File: src/stiff_string_fd_step_macros.svh
// Assertion macros shared by the string stepper RTL.
`ifndef STIFF_STRING_FD_STEP_MACROS_SVH
`define STIFF_STRING_FD_STEP_MACROS_SVH

// Antecedent implies consequent in the same cycle.
`define FDS_ASSERT_NOW(lbl, ante, cons, msg) \
  lbl: assert property (@(posedge clk_i) disable iff (!rst_ni) (ante) |-> (cons)) \
    else $error(msg);

// Antecedent implies consequent in the following cycle.
`define FDS_ASSERT_NEXT(lbl, ante, cons, msg) \
  lbl: assert property (@(posedge clk_i) disable iff (!rst_ni) (ante) |=> (cons)) \
    else $error(msg);

`endif

File: src/fdstr_pkg.sv
// Shared types, widths and helpers of the string stepper.
`default_nettype none

package fdstr_pkg;

  localparam int MAX_NODES = 256;
  localparam int FIRST_UPDATED_NODE = 2;
  localparam int NODE_W = $clog2(MAX_NODES);
  localparam int CNT_W = ((NODE_W > 8) ? NODE_W : 8) + 1;
  localparam int BANK_W = 2;
  localparam int ADDR_W = BANK_W + NODE_W;
  localparam int MEM_DEPTH = 3 * MAX_NODES;
  localparam int VAL_W = 32;
  localparam int COEF_W = 32;
  localparam int D_W = 42;
  localparam int SUM_W = D_W + 2;
  localparam int MAG_W = D_W - 1;
  localparam int LO_W = 20;
  localparam int HI_W = MAG_W - LO_W;
  localparam int PROD_W = MAG_W + COEF_W;
  localparam int FRAC_W = 30;

  typedef logic signed [D_W-1:0] dval_t;
  typedef logic signed [SUM_W-1:0] sum_t;
  typedef logic signed [VAL_W-1:0] val_t;

  localparam sum_t SAT_MAX = sum_t'(2147483647);
  localparam sum_t SAT_MIN = -SAT_MAX - sum_t'(1);

  typedef struct packed {
    logic              start;
    dval_t             d;
    logic [COEF_W-1:0] c;
  } mac_req_t;

  typedef struct packed {
    logic  done;
    dval_t r;
  } mac_rsp_t;

  function automatic val_t sat_val(input sum_t s);
    val_t r;
    if (s > SAT_MAX) begin
      r = val_t'(SAT_MAX);
    end else if (s < SAT_MIN) begin
      r = val_t'(SAT_MIN);
    end else begin
      r = val_t'(s);
    end
    return r;
  endfunction

endpackage

`default_nettype wire

File: src/fdstr_mac.sv
// Shared coefficient multiplier: product scaled down by 2^30 with rounding.
`default_nettype none

module fdstr_mac (
  input  wire logic                clk_i,
  input  wire logic                rst_ni,
  input  wire fdstr_pkg::mac_req_t req_i,
  output fdstr_pkg::mac_rsp_t      rsp_o
);

  logic [3:0]                         v_q;
  logic                               neg1_q, neg2_q, neg3_q;
  logic [fdstr_pkg::MAG_W-1:0]        mag_q;
  logic [fdstr_pkg::COEF_W-1:0]       c1_q, c2_q;
  logic [fdstr_pkg::LO_W-1:0]         lo_q;
  logic [fdstr_pkg::HI_W+fdstr_pkg::COEF_W-1:0] hi_q;
  logic [fdstr_pkg::LO_W+fdstr_pkg::COEF_W-1:0] lo_prod;
  logic [fdstr_pkg::PROD_W-1:0]       full_q;
  logic [fdstr_pkg::PROD_W-1:0]       rnd_sum;
  logic [fdstr_pkg::D_W-1:0]          rnd;
  fdstr_pkg::dval_t                   neg_d;
  fdstr_pkg::dval_t                   r_q;

  assign neg_d   = -req_i.d;
  assign lo_prod = lo_q * c2_q;

  always_ff @(posedge clk_i or negedge rst_ni) begin
    if (!rst_ni) begin
      v_q <= '0;
    end else begin
      v_q <= {v_q[2:0], req_i.start};
    end
  end

  always_comb begin
    rnd_sum = full_q + (fdstr_pkg::PROD_W'(1) << (fdstr_pkg::FRAC_W - 1));
    rnd     = rnd_sum[fdstr_pkg::FRAC_W +: fdstr_pkg::D_W];
  end

  always_ff @(posedge clk_i) begin
    neg1_q <= req_i.d[fdstr_pkg::D_W-1];
    mag_q  <= req_i.d[fdstr_pkg::D_W-1] ? neg_d[fdstr_pkg::MAG_W-1:0]
                                        : req_i.d[fdstr_pkg::MAG_W-1:0];
    c1_q   <= req_i.c;
    neg2_q <= neg1_q;
    hi_q   <= mag_q[fdstr_pkg::MAG_W-1:fdstr_pkg::LO_W] * c1_q;
    lo_q   <= mag_q[fdstr_pkg::LO_W-1:0];
    c2_q   <= c1_q;
    neg3_q <= neg2_q;
    full_q <= {hi_q, {fdstr_pkg::LO_W{1'b0}}}
              + fdstr_pkg::PROD_W'(lo_prod);
    r_q    <= neg3_q ? -$signed(rnd) : $signed(rnd);
  end

  assign rsp_o.done = v_q[3];
  assign rsp_o.r    = r_q;

endmodule

`default_nettype wire

File: config.mk
export PLATFORM = sky130hd
export DESIGN_NAME = fdstr_mac
export DESIGN_NICKNAME = d
export VERILOG_FILES = /design/src/stiff_string_fd_step_macros.svh /design/src/fdstr_pkg.sv /design/src/fdstr_mac.sv
export SDC_FILE = /design/constraint.sdc
export NUM_CORES = 2
export LEC_CHECK = 0
export ABC_AREA = 1
export BUFFER_PORTS_ARGS = -buffer_cell sky130_fd_sc_hd__buf_2
export CORE_MARGIN = 4
export CORE_UTILIZATION = 45
export DETAILED_ROUTE_END_ITERATION = 10
export SLEW_MARGIN = 20
export SYNTH_ARGS = -nofsm -noshare
export SYNTH_HDL_FRONTEND = slang
export SYNTH_SLANG_ARGS = --single-unit
File: constraint.sdc
create_clock -name clk_i -period 5.4 [get_ports clk_i]
set_input_delay 0.81 -clock clk_i [delete_from_list [all_inputs] [get_ports clk_i]]
set_output_delay 0.81 -clock clk_i [all_outputs]
set_load 0.1 [all_outputs]
# Yosys cells after proc, flatten, opt, wreduce, memory -nomap -nowiden
# Index checks and enable logic that the tools add are counted.
# word_totals
reg_bits,298
latch_bits,0
ramBits,0
romBits,0
input_bits,77
output_inout_bits,43
elab_cells,19
mem_count,0
# classes
add_sub_neg,4
multipliers,2
div,0
order_cmp,0
n_eq_ne,0
n_shift,0
n_mux,2
bitwise_logic,0
reduce_logical,0
# op_table
op,n
$add 72x30->72 const B,1
$add 72x52->72,1
$mul 20x32->52,1
$mul 21x32->52,1
$mux 42,1
$neg 42->42,1
$mux 41,1
$neg 41->41,1

# Depth between registers and ports, before layout
# logic_depth
ltp_word,3
ltp_mapped,31
mapped_depth_nobuf,29

# Worst setup path before layout
# OpenSTA, ideal clock, no wires.
# synth_timing
path_kind,register -> register
startpoint,reg mag_q[26] (netlist bit)
endpoint,reg hi_q[41] (netlist bit)
setup_time_ns,0.117
arrival_time_ns,5.883
t_required_ns,5.283
setup_slack_ns,-0.599
path_stages_with_launch,24
n_path_buf,1
synth_period_minus_slack_ns,5.999
cell_sequence,dfxtp_1 > clkbuf_1 > nand2_1 > fa_1 > fa_1 > fa_1 > fa_1 > inv_1 > fa_1 > fa_1 > inv_1 > fa_1 > inv_1 > ha_1 > nand2_1 > nor2_1 > nand2_1 > o21ai_0 > a21oi_1 > o21ai_0 > and2_1 > nor2_1 > nand2_1 > nand2_1
# synth_between
elab_chain_cells,1
# synth_lines
element,line,text
"start, declared",fdstr_mac.sv:13,logic [fdstr_pkg::MAG_W-1:0] mag_q;
"start signal, assigned",fdstr_mac.sv:42,mag_q <= req_i.d[fdstr_pkg::D_W-1] ? neg_d[fdstr_pkg::MAG_W-1:0]
$mul 21x32->52,fdstr_mac.sv:46,hi_q <= mag_q[fdstr_pkg::MAG_W-1:fdstr_pkg::LO_W] * c1_q;
"end signal, assigned",fdstr_mac.sv:46,
"end, declared",fdstr_mac.sv:16,logic [fdstr_pkg::HI_W+fdstr_pkg::COEF_W-1:0] hi_q;
# No other way between the ends.

# Worst setup path in the final report
# layout_timing
startpoint,reg c2_q[12] (netlist bit)
endpoint,reg full_q[66] (netlist bit)
# layout_between
elab_chain_cells,2
# layout_lines
element,line,text
"start, declared",fdstr_mac.sv:14,"logic [fdstr_pkg::COEF_W-1:0] c1_q, c2_q;"
"start signal, assigned",fdstr_mac.sv:48,c2_q <= c1_q;
$mul 20x32->52,fdstr_mac.sv:25,assign lo_prod = lo_q * c2_q;
$add 72x52->72,fdstr_mac.sv:51,+ fdstr_pkg::PROD_W'(lo_prod);
"end signal, assigned",fdstr_mac.sv:50,"full_q <= {hi_q, {fdstr_pkg::LO_W{1'b0}}}"
"end, declared",fdstr_mac.sv:18,logic [fdstr_pkg::PROD_W-1:0] full_q;
# No other way between the ends.

==> impl_results.md <==
* Area fraction of the dominant cell type after synthesis at about two fifths
* Worst EP required at 5.88 ns
* Headroom to the max-slew limit at roughly half
* Total CTS buffers at 37
* HP Class: primary input to flip-flop
* Die height at 356 um
* Pins Over Slew Limit at 0
* Final period utilization at 115%
* H-tree depth at 2
* Worst-Margin Slew at between 0.7 and 0.8 ns
* # setup viols final at 83
* TritonCTS clock tree: done
* Ratio of cells with drive above 1 in the final layout at about a quarter
* Non-Filler Instances at between 9000 and 10000
* Chip width at about 360 um
* Rows at ~130
* WP data arrival at about 6.7 ns
* Post-synthesis cell count at between 7000 and 8000
* Multi-input gate area at between 0.04 and 0.05 mm2
* Critical path startpoint category: flip-flop
* Syn_nets at roughly 8700
* Synth async-reset ratio at 1.49%
* GRT Overall Usage at around 28%
* Post-DRT Antenna Nets at 0
* CTS Root Cell: clkbuf_16
* Setup Slack @ Placement at -1.11 ns
* Most used DFF post-synth: dfxtp_1
* Routed WL per cell at approximately 18 um
* GP Congestion at 0.965
* Critical Path End Type: flip-flop
* Register area at roughly 0.0056 mm2
* Top cells by area, synth: fa_1, inv_1, nand2_1, dfxtp_1, ha_1
* Clk slew on worst S/H paths at around 0.070 ns
* Vias in the first global route at a little over 50000
* Total clock sinks at 269
* Dpl hpwl at ~140000 um
* Fin crit period at roughly 6.2 ns
* Area of the core at between 0.1 and 0.15 mm2
* Initial antenna violation count at 5
* Run status: finished with violations
* Total number of vias at ~47000
* Skew final at ~0.028 ns
* Initial DRC count at between 2000 and 3000
* Full die area at 0.127 mm2
* Mean Syn Cell Area at approximately 7.7 um2
* Grt total ovfl at 0
* Post-Syn Area at between 0.05 and 0.06 mm2
* Area Growth Syn to Fin at 30.8%
* # nets final at roughly 9500
* Maximum Capacitance Violations at 0
* Fillers at between 10000 and 15000
* Sequential share of the synthesized area at 9.89%
* First-pass GRT wire length at about 280000 um
* Vias/cell at between 4 and 5
* Number of flops mapped to enable cells by yosys at 0
* FMAX at ~160 MHz
* Largest net degree at the start of global routing at 30
* Violated checks: negative setup slack
* RSZ-0062 raised after global routing: yes
* Total Wirelength at 174000 um
* Count of state elements after synthesis at 269
* Crit Path Max Fanout at 5
* Starting Density at between 40 and 50%
* Critical path type: flip-flop to flip-flop
* Port buffer count at 119
* Inst Count DP at about 9300
* Clk_lat worst skew at about 0.59 ns
* I/O pin count at 120
* Biggest area consumer among synthesized cells: fa_1
* Final Hold Fails at 0
* TritonRoute pass-1 iters at 6
* Ys Warns at 0
* Library cells used by synthesis at between 50 and 60
* CTS Buffer Depth at 3
* Drt drc at 0
* Final WS setup at -0.794 ns
## worst paths after layout
| kind | startpoint | cells past startpoint | slack (ns) | to |
|---|---|---|---|---|
| min in group asynchronous | rst_ni | 2 | 0.57 | v_q[1] |
| setup reg to reg | c2_q[12] | 27 | -0.79 | full_q[66] |
| setup / recovery | c2_q[12] | 27 | -0.79 | full_q[66] |
| hold reg to reg | mag_q[6] | 0 | 0.32 | lo_q[6] |
| max in group asynchronous | rst_ni | 2 | 4.72 | v_q[3] |
| hold / removal | req_i[19] | 1 | 0.32 | c1_q[19] |
## worst max-delay path: stages, from the launching register on
cell and delay (ns):
dfxtp_4 0.35, buf_12 0.14, buf_12 0.13, nand2_4 0.05, inv_2 0.03, fa_1 0.51, inv_2 0.05, fa_1 0.49
fa_1 0.51, inv_2 0.04, fa_1 0.52, fa_1 0.44, fa_1 0.58, inv_2 0.05, fa_1 0.51, inv_2 0.05
ha_4 0.30, nand2_4 0.08, nor2_4 0.18, nand2_4 0.09, nor4_4 0.17, buf_4 0.17, a21oi_2 0.05, o21bai_1 0.20
buf_4 0.19, nand2_2 0.08, nand3_2 0.07, nand2_1 0.05
## final cells by class
type | count | area share (%)
multi-input combinational | 4515 | 62.7
timing repair buffer | 1059 | 14.1
inverter | 2053 | 10.8
sequential | 269 | 7.77
tap | 1612 | 2.82
clock buffer | 49 | 1.52
clock inverter | 16 | 0.303
antenna | 3 | 0.0105
## cells in the mapped netlist, drive strengths merged (3+ instances only)
| cell type | instances |
|---|---|
| dfrtp | 4 |
| a21oi | 167 |
| xor2 | 104 |
| o221ai | 3 |
| fa | 1134 |
| inv | 2051 |
| a21boi | 11 |
| o21a | 11 |
| nand2 | 1887 |
| a31oi | 33 |
| a21o | 18 |
| nand4 | 46 |
| o21ai | 129 |
| nand3b | 6 |
| nor4 | 16 |
| xnor2 | 47 |
| nor3 | 31 |
| nor2 | 395 |
| ha | 341 |
| o21bai | 21 |
| clkbuf | 252 |
| buf | 9 |
| dfxtp | 265 |
| nand3 | 99 |
## sequential cells by signal (all words and copies together), names as in the netlist
register,count
c2_q,32
c1_q,32
full_q,43
lo_q,20
neg3_q,1
neg2_q,1
v_q,4
neg1_q,1
hi_q,52
r_q,42
mag_q,41
## placed cells by master (no fill, tap or decap), types with 35 or more instances in the layout
master / n
o21ai_2: 35
nand2_4: 67
fa_1: 1074
fa_2: 60
xor2_1: 86
nand4_1: 46
buf_2: 119
inv_2: 117
nand3_1: 66
nand2_1: 1703
ha_4: 71
ha_1: 270
buf_6: 99
clkbuf_16: 47
dfxtp_1: 206
a21oi_1: 77
nand2_2: 115
nor2_1: 255
o21ai_0: 49
inv_1: 1928
buf_4: 678
a21oi_2: 58
nor2_2: 77
buf_12: 138
nor2_4: 59
## through the flow
stage | util, % | area, um2 | hold slack (ns) | TNS [ns]
after floorplan | - | 56600 | 0.310 | -3.83
after global placement | 53.1 | 63900 | 0.312 | -72.62
after detailed placement | 53.1 | 63900 | 0.312 | -74.93
after CTS | 57.6 | 69300 | 0.284 | -45.71
after global routing | 59.4 | 71500 | 0.305 | -65.71
final | 59.4 | 71500 | 0.319 | -50.55
## cells by family after synthesis
group / share of synthesized area [%]
adder cells (fa/ha/maj): 49.4
AO/OA/AOI/OAI: 4.18
flip-flops: 9.89
buffers and inverters: 15.9
XOR/XNOR: 2.42
AND/OR/NAND/NOR: 18.2
## metal layers
layer | vias to the layer above | wire length, um | share of wire, % | GRT usage [%]
met2 | 1417 | 86700 | 50 | 49.4
met5 | - | 20 | 0.011 | 0
met4 | 2 | 7230 | 4.1 | 8.49
li1 | 21900 | - | - | -
met1 | 23500 | 70000 | 40 | 34.9
met3 | 384 | 10500 | 6.0 | 3.48
## repair_timing
item	4_1_cts	5_1_grt
setup buffers	153	68
gates cloned	4	8
pin swaps	286	200
endpoints found under the setup margin	84	86
hold endpoints to repair	4	0
hold buffers	1	0
resized for setup	669	408
Power is left out: the tool's default activity adds up to more than one toggle a clock period on the data nets, which glitch-free logic cannot reach.
